==> src/rtl/tcse_ram.sv <==
// Generic single-write, single-read RAM with a registered read port.
// Stand-alone; no package needed.
module tcse_ram #(
  parameter int WIDTH = 32,
  parameter int DEPTH = 16
) (
  input  logic                     clk,
  input  logic                     we,
  input  logic [$clog2(DEPTH)-1:0] waddr,
  input  logic [WIDTH-1:0]         wdata,
  input  logic                     re,
  input  logic [$clog2(DEPTH)-1:0] raddr,
  output logic [WIDTH-1:0]         rdata
);

  logic [WIDTH-1:0] mem [DEPTH];

  // Write port.
  always_ff @(posedge clk) begin
    if (we) begin
      mem[waddr] <= wdata;
    end
  end

  // Registered read port.
  always_ff @(posedge clk) begin
    if (re) begin
      rdata <= mem[raddr];
    end
  end

endmodule

==> config.mk <==
export PLATFORM = sky130hd
export DESIGN_NAME = tcse_ram
export DESIGN_NICKNAME = d
export VERILOG_FILES = /design/src/rtl/tcse_ram.sv
export SDC_FILE = /design/constraint.sdc
export NUM_CORES = 1
export LEC_CHECK = 0
export BUFFER_PORTS_ARGS = -buffer_cell sky130_fd_sc_hd__buf_2
export CAP_MARGIN = 25
export CORE_UTILIZATION = 35
export CTS_CLUSTER_SIZE = 12
export DETAILED_ROUTE_END_ITERATION = 8
export SYNTH_ARGS = -nofsm -noshare
export SYNTH_HDL_FRONTEND = slang
export SYNTH_SLANG_ARGS = --single-unit
==> constraint.sdc <==
create_clock -name clk -period 3.4 [get_ports clk]
set_clock_uncertainty 0.1 [all_clocks]
set_input_delay 0.34 -clock clk [delete_from_list [all_inputs] [get_ports clk]]
set_output_delay 0.34 -clock clk [all_outputs]
set_load 0.02 [all_outputs]
Word-level counts from Yosys, hierarchy flattened
Memories as Yosys holds them, arrays and structs flattened. A register that Yosys moved wholly into a read port is not among the register bits.
Cells that the tools add are included.

storage, ports and cells
  register bits after elaboration = 0
  memory bits (writable) = 512
  output and inout bits = 32
  word-level logic and storage cells = 3
  memories kept = 1

operators by class
  multiplexer cells = 2

memories
  name  words  bits a word  rd ports  clocked after memory_dff  wr ports  line  source
  mem   16     32           1         1                         1         16    logic [WIDTH-1:0] mem [DEPTH];

operators with widths
  cell               number
  two-way mux 1 bit  2

Logic depth before layout (Yosys ltp)
  word-level depth = 2
  gate-level depth with buffers = 5
  gate-level depth less buffers = 3

Worst setup path after synthesis
OpenSTA, ideal clock, no wires.

  path type = in2reg
  from = input port waddr[2]
  to = memory mem[0][0], enable pin
  library setup time = 0.461 ns
  arrival time = 3.058 ns
  required time = 2.839 ns
  path slack = -0.220 ns
  stages = 2
  path through = or3b_2 > nor3_1

RTL lines
  what                line  source
  start: declaration  9     input logic [$clog2(DEPTH)-1:0] waddr,
  end: declaration    16

No word-level cell before the write port.

==> run_results.csv <==
group,metric,value,unit
status,status,"complete, no violations",
route,routed_wl,44.53,mm
placed_design,dp_hpwl,23.38,mm
logic_synthesis,synth_top_area_share,80.97,%
clock_tree,clock_latency,0.57,ns
global_routing,grt_pass1_vias,9559,
clock_tree,cts_buffers,53,
power_and_ir_drop,leakagePower,7.299,nW
clock_tree,ctsResizeCount,0,
global_routing,grt_max_degree,49,
clock_tree,cts_tree,"built",
logic_synthesis,synthesis.nets,881,
clock_tree,cts_sinks,544,
sta,slew_headroom,39.98,%
floorplan,start_util,35.57,%
logic_synthesis,synth.distinct_cells,17,
floorplan,row_count,87,
logic_synthesis,ys_seq_area_share,80.97,%
route,drt_first_pass_iters,5,
final_layout,synthToLayoutAreaGrowth,15.31,%
sta,setup-tns-final,0,ns
global_routing,grt-ovfl-total,0,
route,drc,0,
final_layout,regArea,16340,um2
critical_path,critPathLaunchType,"input port",
placed_design,io_buffers,74,
sta,hold_viol_final,0,
logic_synthesis,synth_area_leaders,"edfxtp_1 81%, mux4_2 14%, a22oi_1 2.4%, nand2_1 0.61%, buf_4 0.41%",
logic_synthesis,yosys_register_bits,544,
floorplan,die_h,242.1,um
power_and_ir_drop,power_density,579.5,nW/um2
floorplan,core,56710,um2
route,viasPerCell,5.254,
sta,rsz0062_at_grt,"false",
global_routing,antenna_found_initial,2,
logic_synthesis,netlist_area,20170,um2
clock_tree,clk_pin_slew,0.06,ns
critical_path,critPathCaptureType,"flop",
final_layout,drive_above_1_share,31.94,%
sta,worst_pin_slew,0.8984,ns
critical_path,cp.arrival,1.96,ns
critical_path,critical-path-max-stage-delay,0.53,ns
final_layout,multiInputGateArea,3756,um2
route,drt_iter0_drc,926,
logic_synthesis,syn_inst,838,
final_layout,fin_cells,1737,
logic_synthesis,yosysTopAreaCell,"edfxtp_1",
route,ant_nets,0,
final_layout,final_nets,1000,
placed_design,gp_congestion,0.6911,
clock_tree,cts_htree_levels,2,
hold_path,hold_class,"input port to flop",
run,cap_violations,0,
critical_path,path_class,"input port to flop",
critical_path,crit_chain,"clkbuf_8, buf_12, mux4_2, a22oi_1, nand2_1",
route,dr_total_vias,9127,
placed_design,placedCellCount,1658,
sta,fin_crit,1.751,ns
sta,slew_viol_final,0,
clock_tree,cts_root_buf,"clkbuf_16",
floorplan,dieWidth,242.1,um
route,drt-wirelength-per-cell,25.64,um
logic_synthesis,postSynthAreaPerCell,24.07,um2
sta,max_freq,571.0,MHz
global_routing,grt_first_pass_wirelength,65.56,mm
floorplan,die_area,58610,um2
sta,fin_crit_sh,51.51,%
sta,setup_viol,0,
critical_path,crit_fanout,31,
clock_tree,clk_path_buf_depth,3,
critical_path,required,3.61,ns
critical_path,cpMaxStageDelayCell,"mux4_2",
clock_tree,post_cts_buffers,0,
placed_design,dpl_cell_area,21790,um2
final_layout,final_cell_area,23260,um2
clock_tree,holdBufCountCts,0,
floorplan,io_pins,75,
logic_synthesis,ys_warn_count,0,
final_layout,fillers,4863,
global_routing,grt_usage,15.37,%
power_and_ir_drop,ir_drop,0.3534,mV
-- worst paths after layout --
check                        start                    to  slack (ns)  depth (start not counted)
max reg2reg   mem[3][28]$_DFFE_PP_   rdata[28]$_DFFE_PP_        1.82                          3
min                      wdata[14]  mem[9][14]$_DFFE_PP_        0.04                          1
min reg2reg  mem[13][15]$_DFFE_PP_   rdata[15]$_DFFE_PP_        0.64                          3
max                       raddr[0]   rdata[28]$_DFFE_PP_        1.65                          5
-- routing by layer --
layer	global-route usage (%)	vias to the layer above	routed length [um]
met1	22.41	4972	20280
met3	2.648	64	2277
met5	0	-	0
met4	3.611	0	764
li1	-	3831	-
met2	24.10	260	21210
-- registers in the layout (all words and copies together), names as in the netlist --
register and count:
mem 512, rdata 32
-- power breakdown --
| group | switching [mW] | total (mW) | internal, mW |
|---|---|---|---|
| sequential | 0.0456 | 7.60 | 7.56 |
| clock | 2.29 | 5.18 | 2.90 |
| combinational | 0.423 | 0.695 | 0.271 |
| total | 2.76 | 13.5 | 10.7 |
-- layout by cell type (no fill, tap or decap) --
cell       Yosys  routed
a22oi_1       64      64
and2_2         0       1
buf_12         0      10
buf_2          4      72
buf_4         11      24
clkbuf_1      17      13
clkbuf_16      0      55
clkbuf_8       0       1
clkinv_1       0       8
clkinv_2       0       1
diode_2        0       1
edfxtp_1     544     544
inv_6          0       1
mux4_2       128     128
nand2_1       33      33
nand2b_1       2       2
nand3_1        1       1
nand3b_1       2       2
nor2_4         0      13
nor2b_4        0       2
nor3_2         0       3
nor3_4         0       1
or3b_2         1       1
-- cell usage after synthesis --
| cell type | instances |
|---|---|
| nand2b_1 | 2 |
| nor2_1 | 13 |
| a22oi_1 | 64 |
| edfxtp_1 | 544 |
| and2_1 | 1 |
| nor3_1 | 4 |
| buf_2 | 4 |
| nand3b_1 | 2 |
| clkbuf_1 | 17 |
| nand3_1 | 1 |
| buf_4 | 11 |
| or3b_2 | 1 |
| nand2_1 | 33 |
| buf_1 | 9 |
| mux4_2 | 128 |
| nor2b_1 | 2 |
| buf_6 | 2 |
-- worst max-delay path, delay by kind of cell --
kind                   cells  cell delay (ns)
and+or+nand+nor            1             0.12
buffers and inverters      2             0.65
AOI/OAI and AO/OA          1             0.25
muxes                      1             0.53
-- area by class of cell --
class / count / area share, %
sequential: 544 / 70.22
multi-input combinational: 251 / 16.15
clock buffer: 68 / 6.126
tap: 756 / 4.066
timing repair buffer: 107 / 3.243
clock inverter: 10 / 0.1882
antenna: 1 / 0.01076
-- through the flow --
| stage | setup slack (ns) | utilization [%] | total power, mW | hold WS [ns] |
|---|---|---|---|---|
| 2_1_floorplan | 0.08067 | - | 8.132 | 0.3389 |
| 3_3_place_gp | 1.016 | 38.43 | 8.439 | 0.6142 |
| 3_5_place_dp | 1.033 | 38.43 | 8.455 | 0.6235 |
| 4_1_cts | 1.642 | 41.02 | 13.61 | 0.009635 |
| 5_1_grt | 1.550 | 41.02 | 13.89 | 0.03474 |
| 6_report | 1.649 | 41.02 | 13.48 | 0.03622 |
-- kinds of logic (layout without fill, tap and decap cells) --
family          after synthesis  count (layout)  synth area share (%)
flops                       544             544                 80.97
mux                         128             128                 14.29
compound gates               64              64                 2.382
simple gates                 59              59                 1.253
buf+inv                      43             185                 1.104
other cells                   0               1                     0
Note: power is estimated with default switching activity, not from simulation.
