## src/rtl/tcse_pkg.sv

```systemverilog
// Shared constants and types for the tone curve spline evaluator.
// Used by the top level and by the pipelined divider; depends on nothing.
package tcse_pkg;

  // Point table geometry.
  localparam int MAX_POINTS = 16;
  localparam int PT_AW      = $clog2(MAX_POINTS);
  localparam int KNOT_W     = 16;
  localparam int CNT_W      = 5;
  localparam int SMP_W      = 20;

  // Reset value and limits of the point count register.
  localparam logic [CNT_W-1:0] CNT_RESET = 5'd2;
  localparam logic [CNT_W-1:0] CNT_MIN   = 5'd2;
  localparam logic [CNT_W-1:0] CNT_MAX   = CNT_W'(MAX_POINTS);

  // Gap floor and flat-segment limit, in LSB.
  localparam int GAP_FLOOR  = 7;
  localparam int FLAT_LIMIT = 7;

  // Pipelined divider: dividend bits, divisor bits, quotient bits per stage.
  localparam int DIV_NUM_W  = 40;
  localparam int DIV_DEN_W  = 16;
  localparam int DIV_STEPS  = 4;
  localparam int DIV_STAGES = DIV_NUM_W / DIV_STEPS;

  // Command codes carried in the input tuser.
  localparam logic CMD_WRITE = 1'b0;
  localparam logic CMD_EVAL  = 1'b1;

  // Where the sample falls relative to the control points.
  typedef enum logic [2:0] {
    MODE_INSIDE = 3'b001,
    MODE_LEFT   = 3'b010,
    MODE_RIGHT  = 3'b100
  } mode_t;

endpackage

```

## src/rtl/tcse_div.sv

```systemverilog
// Pipelined unsigned restoring divider, four quotient bits per stage.
// Depends on tcse_pkg for the widths and the stage count.
module tcse_div (
  input  logic                           clk,
  input  logic                           en,
  input  logic [tcse_pkg::DIV_NUM_W-1:0] num,
  input  logic [tcse_pkg::DIV_DEN_W-1:0] den,
  output logic [tcse_pkg::DIV_NUM_W-1:0] quo
);
  import tcse_pkg::*;

  typedef struct packed {
    logic [DIV_DEN_W-1:0] rem;
    logic [DIV_NUM_W-1:0] work;
  } div_state_t;

  // Shift the dividend out of the top of work; quotient bits enter at the bottom.
  function automatic div_state_t div_step(input logic [DIV_NUM_W-1:0] w,
                                          input logic [DIV_DEN_W-1:0] r,
                                          input logic [DIV_DEN_W-1:0] d);
    div_state_t st;
    logic [DIV_DEN_W:0] t;
    st.work = w;
    st.rem  = r;
    for (int k = 0; k < DIV_STEPS; k++) begin
      t       = {st.rem, st.work[DIV_NUM_W-1]};
      st.work = {st.work[DIV_NUM_W-2:0], 1'b0};
      if (t >= {1'b0, d}) begin
        st.rem     = DIV_DEN_W'(t - {1'b0, d});
        st.work[0] = 1'b1;
      end else begin
        st.rem = t[DIV_DEN_W-1:0];
      end
    end
    return st;
  endfunction

  div_state_t           stg [DIV_STAGES];
  logic [DIV_DEN_W-1:0] dn  [DIV_STAGES];

  // Each stage retires DIV_STEPS quotient bits and passes the divisor along.
  always_ff @(posedge clk) begin
    if (en) begin
      stg[0] <= div_step(num, '0, den);
      dn[0]  <= den;
      for (int s = 1; s < DIV_STAGES; s++) begin
        stg[s] <= div_step(stg[s-1].work, stg[s-1].rem, dn[s-1]);
        dn[s]  <= dn[s-1];
      end
    end
  end

  assign quo = stg[DIV_STAGES-1].work;

endmodule

```

## config.mk

```make
export PLATFORM = sky130hd
export DESIGN_NAME = tcse_div
export DESIGN_NICKNAME = d
export VERILOG_FILES = /design/src/rtl/tcse_pkg.sv /design/src/rtl/tcse_div.sv
export SDC_FILE = /design/constraint.sdc
export NUM_CORES = 2
export LEC_CHECK = 0
export CORE_ASPECT_RATIO = 0.9
export CORE_MARGIN = 10
export CORE_UTILIZATION = 60
export CTS_BUF_LIST = sky130_fd_sc_hd__clkbuf_2 sky130_fd_sc_hd__clkbuf_4 sky130_fd_sc_hd__clkbuf_8
export DETAILED_ROUTE_END_ITERATION = 10
export DONT_BUFFER_PORTS = 1
export PLACE_DENSITY = 0.87
export SLEW_MARGIN = 20
export SYNTH_ARGS = -nofsm -noshare
export SYNTH_HDL_FRONTEND = slang
export SYNTH_SLANG_ARGS = --single-unit
export TNS_END_PERCENT = 1
```

## constraint.sdc

```tcl
create_clock -name clk -period 15.2 [get_ports clk]
set_input_delay 0.76 -clock clk [delete_from_list [all_inputs] [get_ports clk]]
set_output_delay 0.76 -clock clk [all_outputs]
set_load 0.02 [all_outputs]
```

-- Word-level counts from Yosys, hierarchy flattened
Memories as Yosys holds them, arrays and structs flattened.
Index checks and enable logic that the tools add are counted.
- bits in registers: 0
- bits in writable memories: 720
- output and inout bits: 40
- word-level logic and storage cells: 244
- memories: 2
- add/subtract/negate cells: 40
- order comparisons: 40
- muxes and demuxes: 162
- memories (memory ; depth ; bits a word ; rd ports ; clocked after memory_dff ; write ports ; line ; RTL):
    stg ; 10 ; 56 ; 10 ; 0 ; 10 ; tcse_div.sv:38 ; div_state_t stg [DIV_STAGES];
    dn ; 10 ; 16 ; 9 ; 0 ; 10 ; tcse_div.sv:39 ; logic [DIV_DEN_W-1:0] dn [DIV_STAGES];
- operators with widths (kind ; count):
    $mux 16 ; 80
    $ge 17x16->1 ; 39
    $sub 16x16->16 ; 39
    $mux 1 ; 82
    $ge 1x16->1 ; 1
    $sub 1x16->16 ; 1

-- Depth between registers and ports, before layout
- depth after elaboration: 12
- mapped depth: 53

-- Worst setup path after synthesis
Ideal clock, no wire load.
- path type: reg-to-reg
- start point: memory dn[5][1]
- end point: memory stg[6][47] in the netlist's numbering, data pin
- setup time: 260 ps
- data arrival time: 10536 ps
- data required time: 14940 ps
- setup slack: 4404 ps
- cell stages (with the launch flop): 50
- buffers on the path: 6
- period minus slack after synthesis: 10796 ps
- cells stage by stage: edfxtp_1 > inv_1 > ha_1 > nor2b_1 > o21a_1 > o21ai_0 > a21oi_1 > o21ai_1 > nor2b_1 > clkbuf_2 > inv_1 > clkbuf_1 > o21ai_0 > inv_1 > ha_1 > nor2b_1 > o21ai_0 > a21oi_1 > [... 14 more ...] > o311ai_0 > a21o_1 > a221o_1 > buf_2 > buf_2 > mux2i_1 > ha_1 > a21o_1 > a21o_1 > a21o_1 > a221o_1 > a2111oi_0 > o21ai_0 > a21bo_2 > nor2_1 > mux2i_4 > buf_4 > mux2_2
- RTL lines (what ; line):
    start, declared ; tcse_div.sv:39
    end, declared ; tcse_div.sv:38

==> metrics <==
outcome=finished, final reports clean; Die Area=0.106 mm²; PortBufs=0; Crit path max-delay family=compound AO/OA/AOI/OAI gates; filler instances=7179; Skew-Pair Late Insertion Delay=0.82 ns; main area contributors after synthesis=edfxtp_1, ha_1, mux2_2, xnor2_1, a21oi_1; Placed Area=0.0574 mm²; DIE WIDTH=342 µm; crit-path max FO=24; RePlAce Congestion=0.983; critical path launch point type=flop; cts hold-fix bufs=36; area of the multi-input gates=0.0334 mm²; Post-Synth XOR/XNOR Area=0.0664; TritonCTS buffer count=114; DP HPWL=107000 µm; Residual DRC=0; I/O pins=98; Critical path buffers and inverters=5; final setup margin=2.49 ns; pre-CTS WS=2.57 ns; core area=0.0928 mm²; asr flop ratio synth=0; Synth Area in Compound Gates=0.183; WS Path Type=flop to flop; Via Count=44671; Synth top cells by count=edfxtp_1, ha_1, inv_1; number of flops mapped to enable cells by yosys=688; Worst Path Arrival=13.24 ns; synthesized area=0.0561 mm²; FF+latch area=0.0207 mm²; Worst path max stage delay=0.74 ns; Worst Skew=0.0420 ns; gr usage total=0.257; Hold Slack=0.0582 ns; Post-Synthesis Cells=5593; vias per cell=6.38; Iter 0 DRT Violations=4461; Pre-antenna DRT Iters=6; Wirelength per Cell=20.3 µm; setup repair bufs after CTS=0; post-synth top area share=0.368; critical path endpoint category=flop; Die H=310 µm; Sink Count=688; fmax=0.0787 GHz; std cell rows=106; ratio of cells with drive above 1 in the final layout=0.0994; Initial Util=0.604; Max Cap Violations=0; initial antenna violation count=2; main combinational cell family by area after synthesis=compound AO/OA/AOI/OAI gates; GRT Residual Overflow=0; Routed WL=142000 µm; cell taking the most area after synthesis=edfxtp_1; cell with the most instances after synthesis=edfxtp_1; Layout Nets=6396; first-pass GRT wire length=223000 µm; slew at the pin with the worst max-slew slack=1.16 ns; post-synthesis mux area share=0.0734; simple-gate share of the synthesized area=0.119; Mapped Nets=6315; antenna violation net count after detailed routing=0; final count of pins violating max slew=0; Syn-to-layout area delta=7.22%; CTS tree=built; RSZ-0062 raised after global routing=false; Tmin final=12.71 ns; CTS clk-pin slew, worst paths=0.07 ns; clk root buf=clkbuf_8; Fin. Hold Viols=0; relative slew slack=0.227; largest net degree at the start of global routing=689; CP Data Required Time=15.73 ns; Final Instance Area=0.0601 mm²; crit-path most repeated cell=o21ai_0; Post-Synth Adder-Cell Area=0.153; vias in the first global route=42767; final setup fails=0; Critical-path top delay cell=nor2b_1; sequential element share of the synthesized area=0.368; setup_tns=0 ns; cts repair resizes=0; syn avg cell area=10.0 µm²; Clock Path Buffers=3; synthesis-stage register bit count=688; Max H-tree Level=3; Final period util=0.836; Yosys warning count=0; Netlist cell types=106; Post-synth top flop=edfxtp_1; hold crit path type=primary input to flop
[registers in the layout (all words and copies together) (netlist names)]
name / flops
stg: 544
dn: 144
[placed cells by master, fill, tap and decap left out, drive strengths merged, types with 33 or more instances in the layout]
cell	netlist	final
edfxtp	688	688
ha	626	626
inv	441	446
a21oi	407	407
nand2	370	370
o21ai	343	343
nor2	329	329
mux2	295	295
xnor2	279	279
a21o	203	203
xor2	146	146
clkbuf	50	137
nor3	110	110
nor2b	102	102
o21a	93	93
nand4	86	86
nand3	78	78
nand2b	74	74
mux2i	72	72
o21bai	63	63
o31ai	55	55
a211oi	53	53
clkinv	1	51
a31oi	43	43
a21boi	40	40
fa	38	38
dlygate4sd3	0	36
or3	33	33
[cell families (layout without fill, tap and decap cells)]
family	after synthesis	after routing
fa+ha+maj	664	664
flops	688	688
mux	367	367
xor+xnor	425	425
buf+inv	530	699
simple gates	1356	1356
compound gates	1563	1563
other cells	0	2
[layer usage]
metal	vias up	wire length, µm	global-route usage
met4	0	6680	0.120
met5	-	0	0
li1	21139	-	-
met1	21197	60400	0.341
met2	1922	64200	0.411
met3	413	10600	0.0394
[final timing paths]
check	start	endpoint	slack, ns	depth (start not counted)
max	dn[5][1]	stg[6][53]	2.49	44
min	den[12]	dn[0][12]	0.06	0
max reg2reg	dn[5][1]	stg[6][53]	2.49	44
min reg2reg	stg[0][28]	stg[1][32]	0.39	0
[through the flow]
stage,utilization,instances
after CTS,0.647,7001
after global placement,0.618,6761
after floorplan,-,5593
after global routing,0.648,7005
after detailed placement,0.618,6761
final,0.648,7006
[final cells by class]
| cell class | count | area share |
|---|---|---|
| Inverter | 442 | 0.0276 |
| Clock inverter | 67 | 0.00945 |
| Antenna cell | 2 | 0.0000832 |
| Tap cell | 1242 | 0.0258 |
| Clock buffer | 137 | 0.0291 |
| Multi-Input combinational cell | 4375 | 0.555 |
| Timing Repair Buffer | 53 | 0.00911 |
| Sequential cell | 688 | 0.344 |
Power is left out: the tool's default activity adds up to more than one toggle a clock period on the data nets, which glitch-free logic cannot reach.
